### config.mk
export PLATFORM = sky130hd
export DESIGN_NAME = generation_tagged_handle_pool
export DESIGN_NICKNAME = d
export VERILOG_FILES = /design/src/hdl/ghp_pkg.sv /design/src/hdl/generation_tagged_handle_pool.sv /design/src/hdl/ghp_ctrl.sv /design/src/hdl/ghp_datapath.sv
export SDC_FILE = /design/constraint.sdc
export NUM_CORES = 2
export LEC_CHECK = 0
export BUFFER_PORTS_ARGS = -buffer_cell sky130_fd_sc_hd__buf_2
export CORE_MARGIN = 2
export CORE_UTILIZATION = 40
export CTS_BUF_LIST = sky130_fd_sc_hd__clkbuf_2
export CTS_CLUSTER_SIZE = 28
export DETAILED_ROUTE_END_ITERATION = 6
export GPL_TIMING_DRIVEN = 0
export PLACE_DENSITY = 0.63
export SETUP_SLACK_MARGIN = 0.5
export SLEW_MARGIN = 30
export SYNTH_ARGS = -nofsm -noshare
export SYNTH_HDL_FRONTEND = slang
export SYNTH_HIERARCHICAL = 1
export SYNTH_SLANG_ARGS = --single-unit
### constraint.sdc
create_clock -name clock -period 6.79 [get_ports clock]
set_clock_uncertainty 0.2 [all_clocks]
set_input_delay 1.0185 -clock clock [delete_from_list [all_inputs] [get_ports clock]]
set_output_delay 1.0185 -clock clock [all_outputs]
set_load 0.005 [all_outputs]
### src/hdl/ghp_pkg.sv
// shared types, constants and helpers for the handle pool
// no dependencies; used by the top level, controller and datapath
`default_nettype none

package ghp_pkg;

   // pool geometry
   localparam int SLOTS = 64;
   localparam int SLOT_W = (SLOTS > 1) ? $clog2(SLOTS) : 1;

   // field widths
   localparam int OP_W = 2;
   localparam int HANDLE_W = 32;
   localparam int SLOT_FIELD_W = 6;
   localparam int STATUS_W = 3;
   localparam int GEN_W = 16;
   localparam int IDX_W = 8;
   localparam int TYPE_W = 5;

   // identity word layout
   localparam int GEN_LSB = 0;
   localparam int IDX_LSB = 16;
   localparam int TYPE_LSB = 24;
   localparam int ACTIVE_BIT = 31;

   // limit for index range checks, one bit wider than the index
   localparam logic [IDX_W:0] SLOTS_LIM = (IDX_W + 1)'(SLOTS);

   localparam logic [GEN_W-1:0] GEN_RESET = GEN_W'(1);
   localparam logic [TYPE_W-1:0] POOL_TYPE_RESET = TYPE_W'(5);

   // operation codes
   localparam logic [OP_W-1:0] OP_ALLOC = 2'd0;
   localparam logic [OP_W-1:0] OP_ACTIVATE = 2'd1;
   localparam logic [OP_W-1:0] OP_DEACTIVATE = 2'd2;
   localparam logic [OP_W-1:0] OP_CHECK = 2'd3;

   // status codes
   localparam logic [STATUS_W-1:0] ST_OK = 3'd0;
   localparam logic [STATUS_W-1:0] ST_FULL = 3'd1;
   localparam logic [STATUS_W-1:0] ST_NOT_FOUND = 3'd2;
   localparam logic [STATUS_W-1:0] ST_INVALID = 3'd3;
   localparam logic [STATUS_W-1:0] ST_RANGE = 3'd4;

   // register file
   localparam int CSR_ADDR_W = 3;
   localparam int CSR_DATA_W = 32;
   localparam int CSR_IDX_BIT = 2;
   localparam logic REG_POOL_TYPE = 1'b0;

   typedef struct packed {
      logic [OP_W-1:0] op;
      logic [HANDLE_W-1:0] handle;
      logic [SLOT_FIELD_W-1:0] slot;
   } req_type;

   typedef struct packed {
      logic [STATUS_W-1:0] status;
      logic [HANDLE_W-1:0] handle_out;
      logic [SLOT_FIELD_W-1:0] slot_out;
   } rsp_type;

   // controller to datapath commands
   typedef struct packed {
      logic load;
      logic exec;
   } cmd_type;

   // identity word of a slot
   function automatic logic [HANDLE_W-1:0] identity(
      input logic active,
      input logic [TYPE_W-1:0] ptype,
      input logic [IDX_W-1:0] idx,
      input logic [GEN_W-1:0] gen
   );
      logic [HANDLE_W-1:0] id;
      id = '0;
      id[GEN_LSB +: GEN_W] = gen;
      id[IDX_LSB +: IDX_W] = idx;
      id[TYPE_LSB +: TYPE_W] = ptype;
      id[ACTIVE_BIT] = active;
      return id;
   endfunction

endpackage

`default_nettype wire

### src/hdl/generation_tagged_handle_pool.sv
// Generation-tagged handle pool. Each start transaction has an accept and an
// execute step: at acceptance the block captures the op, finds the lowest free
// slot and reads the slot's generation from the single-port generation memory;
// in the execute state it executes the op, writes the memory and marks back, and
// loads the result register. busy is high for that one execute cycle, and no new
// transaction is taken while busy. The result shows for exactly one cycle under
// rsp_strobe, on the cycle after execute, and must be taken then: the receiver
// cannot stall it. No clearing pass follows reset; per-slot valid bits make
// untouched generations read as one. pool_type is written over the APB port.
// depends on ghp_pkg, ghp_ctrl, ghp_datapath
`default_nettype none

module generation_tagged_handle_pool (
   input  logic                                clock,
   input  logic                                reset,
   // command channel
   input  logic                                start,
   output logic                                busy,
   input  ghp_pkg::req_type                    req_data,
   // result channel
   output logic                                rsp_strobe,
   output ghp_pkg::rsp_type                    rsp_data,
   // register port
   input  logic                                csr_psel,
   input  logic                                csr_penable,
   input  logic                                csr_pwrite,
   input  logic [ghp_pkg::CSR_ADDR_W-1:0]      csr_paddr,
   input  logic [ghp_pkg::CSR_DATA_W-1:0]      csr_pwdata,
   output logic [ghp_pkg::CSR_DATA_W-1:0]      csr_prdata,
   output logic                                csr_pready
);

   ghp_pkg::cmd_type cmd;
   logic [ghp_pkg::TYPE_W-1:0] pool_type_ff, pool_type_in;
   logic csr_wr;
   logic csr_hit;

   // register write and read back
   assign csr_pready = 1'b1;
   assign csr_hit = (csr_paddr[ghp_pkg::CSR_IDX_BIT] == ghp_pkg::REG_POOL_TYPE);
   assign csr_wr = csr_psel && csr_penable && csr_pwrite && csr_pready && csr_hit;
   assign pool_type_in = csr_wr ? csr_pwdata[ghp_pkg::TYPE_W-1:0] : pool_type_ff;
   assign csr_prdata = csr_hit ? ghp_pkg::CSR_DATA_W'(pool_type_ff) : '0;

   always_ff @(posedge clock) begin
      if (reset) begin
         pool_type_ff <= ghp_pkg::POOL_TYPE_RESET;
      end else begin
         pool_type_ff <= pool_type_in;
      end
   end

   // sequencer
   ghp_ctrl u_ctrl (
      .clock      (clock),
      .reset      (reset),
      .start      (start),
      .busy       (busy),
      .cmd        (cmd),
      .rsp_strobe (rsp_strobe)
   );

   // slot state and result
   ghp_datapath u_datapath (
      .clock     (clock),
      .reset     (reset),
      .cmd       (cmd),
      .req       (req_data),
      .pool_type (pool_type_ff),
      .rsp       (rsp_data)
   );

endmodule

`default_nettype wire

### src/hdl/ghp_ctrl.sv
// controller for the handle pool: two-state sequencer and result strobe
// depends on ghp_pkg
`default_nettype none

module ghp_ctrl (
   input  logic             clock,
   input  logic             reset,
   input  logic             start,
   output logic             busy,
   output ghp_pkg::cmd_type cmd,
   output logic             rsp_strobe
);

   localparam logic ST_IDLE = 1'b0;
   localparam logic ST_EXEC = 1'b1;

   logic state_ff, state_in;
   logic strobe_ff, strobe_in;

   // next state
   always_comb begin
      state_in = state_ff;
      case (state_ff)
         ST_IDLE: begin
            if (start) state_in = ST_EXEC;
         end
         ST_EXEC: begin
            state_in = ST_IDLE;
         end
         default: begin
            state_in = ST_IDLE;
         end
      endcase
   end

   // commands to the datapath
   assign cmd.load = start && (state_ff == ST_IDLE);
   assign cmd.exec = (state_ff == ST_EXEC);
   assign strobe_in = cmd.exec;

   always_ff @(posedge clock) begin
      if (reset) begin
         state_ff <= ST_IDLE;
         strobe_ff <= 1'b0;
      end else begin
         state_ff <= state_in;
         strobe_ff <= strobe_in;
      end
   end

   assign busy = (state_ff != ST_IDLE);
   assign rsp_strobe = strobe_ff;

endmodule

`default_nettype wire

### src/hdl/ghp_datapath.sv
// datapath for the handle pool: slot marks, generation memory, result register
// depends on ghp_pkg
`default_nettype none

module ghp_datapath (
   input  logic                           clock,
   input  logic                           reset,
   input  ghp_pkg::cmd_type               cmd,
   input  ghp_pkg::req_type               req,
   input  logic [ghp_pkg::TYPE_W-1:0]     pool_type,
   output ghp_pkg::rsp_type               rsp
);

   logic [ghp_pkg::SLOTS-1:0] busy_ff, busy_in;
   logic [ghp_pkg::SLOTS-1:0] active_ff, active_in;
   logic [ghp_pkg::SLOTS-1:0] gen_vld_ff, gen_vld_in;

   logic [ghp_pkg::GEN_W-1:0] gen_mem [ghp_pkg::SLOTS];
   logic [ghp_pkg::GEN_W-1:0] gen_rd_ff;
   logic                      gen_rd_vld_ff;

   ghp_pkg::req_type          req_ff;
   logic [ghp_pkg::IDX_W-1:0] idx_ff, idx_in;
   logic                      free_ff, free_in;
   logic [ghp_pkg::SLOT_W-1:0] free_idx;
   logic [ghp_pkg::SLOT_W-1:0] rd_addr, addr;

   ghp_pkg::rsp_type          rsp_ff, rsp_in;
   logic                      in_range;
   logic                      wr_en;
   logic [ghp_pkg::GEN_W-1:0] gen_cur, gen_new;

   // lowest free slot
   always_comb begin
      free_idx = '0;
      free_in = 1'b0;
      for (int i = ghp_pkg::SLOTS - 1; i >= 0; i--) begin
         if (!busy_ff[i]) begin
            free_idx = ghp_pkg::SLOT_W'(i);
            free_in = 1'b1;
         end
      end
   end

   // slot index that the incoming op targets
   always_comb begin
      case (req.op)
         ghp_pkg::OP_ALLOC: begin
            idx_in = ghp_pkg::IDX_W'(free_idx);
         end
         ghp_pkg::OP_CHECK: begin
            idx_in = req.handle[ghp_pkg::IDX_LSB +: ghp_pkg::IDX_W];
         end
         default: begin
            idx_in = ghp_pkg::IDX_W'(req.slot);
         end
      endcase
   end

   assign rd_addr = idx_in[ghp_pkg::SLOT_W-1:0];
   assign addr = idx_ff[ghp_pkg::SLOT_W-1:0];
   assign in_range = ({1'b0, idx_ff} < ghp_pkg::SLOTS_LIM);

   // capture the transaction
   always_ff @(posedge clock) begin
      if (cmd.load) begin
         req_ff <= req;
         idx_ff <= idx_in;
         free_ff <= free_in;
      end
   end

   // generation memory: read on load, write back on execute
   always_ff @(posedge clock) begin
      if (wr_en) gen_mem[addr] <= gen_new;
      if (cmd.load) gen_rd_ff <= gen_mem[rd_addr];
   end

   always_ff @(posedge clock) begin
      if (cmd.load) gen_rd_vld_ff <= gen_vld_ff[rd_addr];
   end

   // an unwritten entry reads as its reset generation
   assign gen_cur = gen_rd_vld_ff ? gen_rd_ff : ghp_pkg::GEN_RESET;
   assign gen_new = gen_cur + ghp_pkg::GEN_W'(1);

   // execute the op
   always_comb begin
      busy_in = busy_ff;
      active_in = active_ff;
      gen_vld_in = gen_vld_ff;
      wr_en = 1'b0;
      rsp_in = '0;
      rsp_in.status = ghp_pkg::ST_OK;
      if (cmd.exec) begin
         case (req_ff.op)
            ghp_pkg::OP_ALLOC: begin
               if (!free_ff) begin
                  rsp_in.status = ghp_pkg::ST_FULL;
               end else begin
                  wr_en = 1'b1;
                  gen_vld_in[addr] = 1'b1;
                  busy_in[addr] = 1'b1;
                  active_in[addr] = 1'b0;
                  rsp_in.handle_out = ghp_pkg::identity(1'b0, pool_type, idx_ff, gen_new);
                  rsp_in.slot_out = idx_ff[ghp_pkg::SLOT_FIELD_W-1:0];
               end
            end
            ghp_pkg::OP_ACTIVATE: begin
               rsp_in.slot_out = req_ff.slot;
               if (!in_range) begin
                  rsp_in.status = ghp_pkg::ST_RANGE;
               end else begin
                  active_in[addr] = 1'b1;
                  rsp_in.handle_out = ghp_pkg::identity(1'b1, pool_type, idx_ff, gen_cur);
               end
            end
            ghp_pkg::OP_DEACTIVATE: begin
               rsp_in.slot_out = req_ff.slot;
               if (!in_range) begin
                  rsp_in.status = ghp_pkg::ST_RANGE;
               end else begin
                  busy_in[addr] = 1'b0;
                  active_in[addr] = 1'b0;
                  rsp_in.handle_out = ghp_pkg::identity(1'b0, pool_type, idx_ff, gen_cur);
               end
            end
            ghp_pkg::OP_CHECK: begin
               if (req_ff.handle == '0) begin
                  rsp_in.status = ghp_pkg::ST_NOT_FOUND;
               end else if (req_ff.handle == '1) begin
                  rsp_in.status = ghp_pkg::ST_INVALID;
               end else if (req_ff.handle[ghp_pkg::TYPE_LSB +: ghp_pkg::TYPE_W] != pool_type) begin
                  rsp_in.status = ghp_pkg::ST_NOT_FOUND;
               end else if (!in_range) begin
                  rsp_in.status = ghp_pkg::ST_RANGE;
               end else if (ghp_pkg::identity(active_ff[addr], pool_type, idx_ff, gen_cur)
                            == req_ff.handle) begin
                  rsp_in.handle_out = req_ff.handle;
                  rsp_in.slot_out = idx_ff[ghp_pkg::SLOT_FIELD_W-1:0];
               end else begin
                  rsp_in.status = ghp_pkg::ST_NOT_FOUND;
               end
            end
            default: begin
               rsp_in.status = ghp_pkg::ST_OK;
            end
         endcase
      end
   end

   // slot marks
   always_ff @(posedge clock) begin
      if (reset) begin
         busy_ff <= '0;
         active_ff <= '0;
         gen_vld_ff <= '0;
      end else begin
         busy_ff <= busy_in;
         active_ff <= active_in;
         gen_vld_ff <= gen_vld_in;
      end
   end

   // result register
   always_ff @(posedge clock) begin
      if (cmd.exec) rsp_ff <= rsp_in;
   end

   assign rsp = rsp_ff;

endmodule

`default_nettype wire

==> reports/qor.csv <==
metric,value,unit
run status,finished clean,
Synth Area in XOR/XNOR,0.549,%
reg2reg end,u_datapath/gen_rd_ff[7],
Lkg Pwr,0.0217,uW
maximum buffer depth of the clock tree,4,
clock sink total,1330,
leftover overflow at the end of global routing,0,
area share of fa/ha/maj cells after synthesis,0.0693,%
WP data arrival,7.11,ns
most common cell in the synthesized netlist,sky130_fd_sc_hd__edfxtp_1,
worst slack at placement,0.0379,ns
register-to-register setup slack,1.04,ns
WHS,0.185,ns
power consumption,17000,uW
Worst setup SP type,input pin,
maximum number of pins on one net before global-route repair,63,
Post-synth EDFFs,1131,
worst reg2reg path depth,11,
area added between synthesis and finish,17.1,%
compound-cell area share of the yosys netlist,9.71,%
worst-skew pair later-pin latency,1.73,ns
Die X-Extent,372,um
Worst Hold Class,input pin to flip-flop,
simple-gate share of the synthesized area,15.6,%
core area,135000,um2
H-Tree Level Count,5,
first-iteration detailed-routing DRC count,6093,
clock period minus final worst setup slack,5.94,ns
Fillers,12100,
tightest slew margin relative to the limit,19.8,%
initial antenna violation count,5,
layout cell share with drive strength beyond 1,19.4,%
cells after synthesis,4500,
critical path capture point type,flip-flop,
post-layout instance area,63500,um2
delay contributed by the slowest stage of the critical path,0.76,ns
setup repair after global routing missed its margin,no,
Chip Height,372,um
Final Hold Vio Count,0,
CP cell instances,dlygate4sd3_1 -> buf_2 -> inv_1 -> ha_1 -> clkbuf_1 -> nor2b_1 -> a22oi_1 -> o21a_1 -> o21a_1 -> buf_2 -> inv_1 -> buf_2 -> nor2_1 -> clkbuf_1 -> clkbuf_1 -> nand3_1 -> nand4_1 -> and4b_1 -> o31ai_1,
GR Util All Layers,25.4,%
Max Freq,168,MHz
# DRC,0,
Post-DP Area,59400,um2
Syn Std Cell Area,54200,um2
WHS Path Cells,5,
setup violation total in the final timing report,0,
share of flip-flops with an asynchronous set or reset,0,%
data required time at the worst endpoint,7.96,ns
dominant combinational cell family by area after synthesis,simple AND/OR/NAND/NOR gates,
yosys synthesis warning count,6,
wire length of the first global-routing pass,257000,um
worst path setup slack after routing,0.846,ns
actual transition at the worst max-transition pin,1.20,ns
number of instances resized during post-cts repair,0,
post-layout net count,5354,
final cell utilization of the core,47.0,%
Max IR drop VDD,0.190,mV
"wirelength, routed",179000,um
post-synthesis cell type count,78,
IO Pins,157,
Avg Vias per Cell,5.73,
post-synthesis mux area share,1.17,%
clock root buffer,sky130_fd_sc_hd__clkbuf_2,
post-DP HPWL,127000,um
end point of the worst hold path,pool_type_ff[3],
Starting Density,40.2,%
TritonCTS clock tree,built,
clock transition time at the flip-flop clock pins of the worst setup and hold paths,0.10,ns
Worst path slowest cell,sky130_fd_sc_hd__clkbuf_1,
number of buffers added by the clock tree synthesis step,346,
proportion of netlist area held by the largest area contributor,62.7,%
CP max FO,10,
cell types occupying the most area after synthesis,"sky130_fd_sc_hd__edfxtp_1 63%, sky130_fd_sc_hd__dfxtp_1 7.4%, sky130_fd_sc_hd__nand2_1 7.3%, sky130_fd_sc_hd__a21oi_1 2.9%, sky130_fd_sc_hd__nand3_1 2.5%",
synthesized area per cell,12.0,um2
first-pass iteration count of the detailed router,6,
residual antenna-violating net count after detailed routing,0,
via count of the first global-routing pass,39300,
power per cell area,269,nW/um2
routability-driven placement congestion ratio,0.951,
row count,135,
count of maximum capacitance violations,0,
sequential element share of the synthesized area,70.0,%
Yosys reg bits,1330,
dominant cell type by area after synthesis,sky130_fd_sc_hd__edfxtp_1,
startpoint-to-endpoint class of the critical path,input pin to flip-flop,
hold wc startpoint,csr_psel,
average wire length per cell after detail routing,24.6,um
pins over their slew limit,0,
Die Footprint,138000,um2
portion of the clock cycle consumed by the worst path in the final layout,87.5,%
total via count after detailed routing,41800,
PortBufs,99,
predominant post-synthesis flop cell,sky130_fd_sc_hd__edfxtp_1,
most instantiated cells after synthesis,"1131 x sky130_fd_sc_hd__edfxtp_1, 1058 x sky130_fd_sc_hd__nand2_1, 317 x sky130_fd_sc_hd__a21oi_1, 273 x sky130_fd_sc_hd__nand3_1, 253 x sky130_fd_sc_hd__nor2_1",
## logic make-up after synthesis
| group | Yosys count |
|---|---|
| flops | 1330 |
| fa+ha+maj | 3 |
| other cells | 3 |
| xor+xnor | 34 |
| buf+inv | 351 |
| mux | 61 |
| compound gates | 799 |
| simple gates | 1919 |
## placed cells by master, fill, tap and decap left out, types with 55 or more instances in the layout
master,synthesis,routed
sky130_fd_sc_hd__edfxtp_1,1131,1131
sky130_fd_sc_hd__nand2_1,1058,1058
sky130_fd_sc_hd__clkbuf_2,0,535
sky130_fd_sc_hd__a21oi_1,317,316
sky130_fd_sc_hd__nand3_1,273,273
sky130_fd_sc_hd__nor2_1,253,253
sky130_fd_sc_hd__clkbuf_1,210,201
sky130_fd_sc_hd__dfxtp_1,199,199
sky130_fd_sc_hd__buf_4,40,187
sky130_fd_sc_hd__buf_2,56,155
sky130_fd_sc_hd__dlygate4sd3_1,0,106
sky130_fd_sc_hd__nand4_1,95,95
sky130_fd_sc_hd__a31oi_1,81,81
sky130_fd_sc_hd__nor3_2,0,65
sky130_fd_sc_hd__a311oi_1,56,55
## where the power goes
part | switching [uW] | internal (uW)
clock network | 3200 | 2200
logic | 1780 | 620
registers | 55.7 | 9180
## worst max-delay path, delay by kind of cell
kind            cells  cell delay, ns
compound gates      4            0.92
fa+ha+maj           1            0.37
simple gates        5            1.40
buf+inv             9            3.36
## per-stage QoR
step	instances	setup TNS, ns
final	7289	0
after global routing	7286	0
after detailed placement	6596	0
after CTS	7280	0
after global placement	6407	-692.68
after floorplan	4527	0
## what timing repair did
item                       CTS  global route
buffers inserted             0             0
hold buffers               106             0
setup endpoints to repair    0             0
hold endpoints to repair   130             0
## state kept, by name, summed over array words and instances (netlist names), named ones only
register	flops
u_datapath/req_ff	40
u_datapath/free_ff	1
u_datapath/rsp	41
u_ctrl/rsp_strobe	1
u_datapath/gen_vld_ff	64
u_datapath/idx_ff	8
u_ctrl/busy	1
u_datapath/gen_rd_vld_ff	1
pool_type_ff	5
u_datapath/gen_mem	1024
u_datapath/gen_rd_ff	16
## cell type report
class	count	area, um2	share of cell area [%]
antenna	8	20.0	0.0315
buffer	328	1490	2.34
clock inverter	52	332	0.523
clock buffer	526	2630	4.15
tap	1781	2230	3.51
multi-input combinational	2846	15300	24.2
sequential	1330	37900	59.8
inverter	23	88.8	0.140
timing repair buffer	395	3390	5.34
## metal layers
metal | GRT usage, % | vias to the layer above | share of wire [%]
met2 | 38.7 | 2727 | 45
li1 | - | 18300 | -
met5 | 0 | - | 0
met3 | 6.35 | 412 | 12
met4 | 12.2 | 0 | 4.6
met1 | 33.9 | 20300 | 39
## how the worst max path moves through the flow
stage               slack, ns                startpoint                   endpoint
floorplan                1.75  u_datapath/gen_rd_vld_ff   u_datapath/gen_mem[0][8]
global placement        -2.81  u_datapath/gen_rd_vld_ff  u_datapath/gen_mem[56][8]
detailed placement       0.04              req_data[39]   u_datapath/gen_rd_ff[14]
CTS                      1.26              req_data[38]   u_datapath/gen_rd_ff[14]
global route             0.90              req_data[38]    u_datapath/gen_rd_ff[9]
finish                   0.85              req_data[38]    u_datapath/gen_rd_ff[9]
Note: power is estimated with default switching activity, not from simulation.
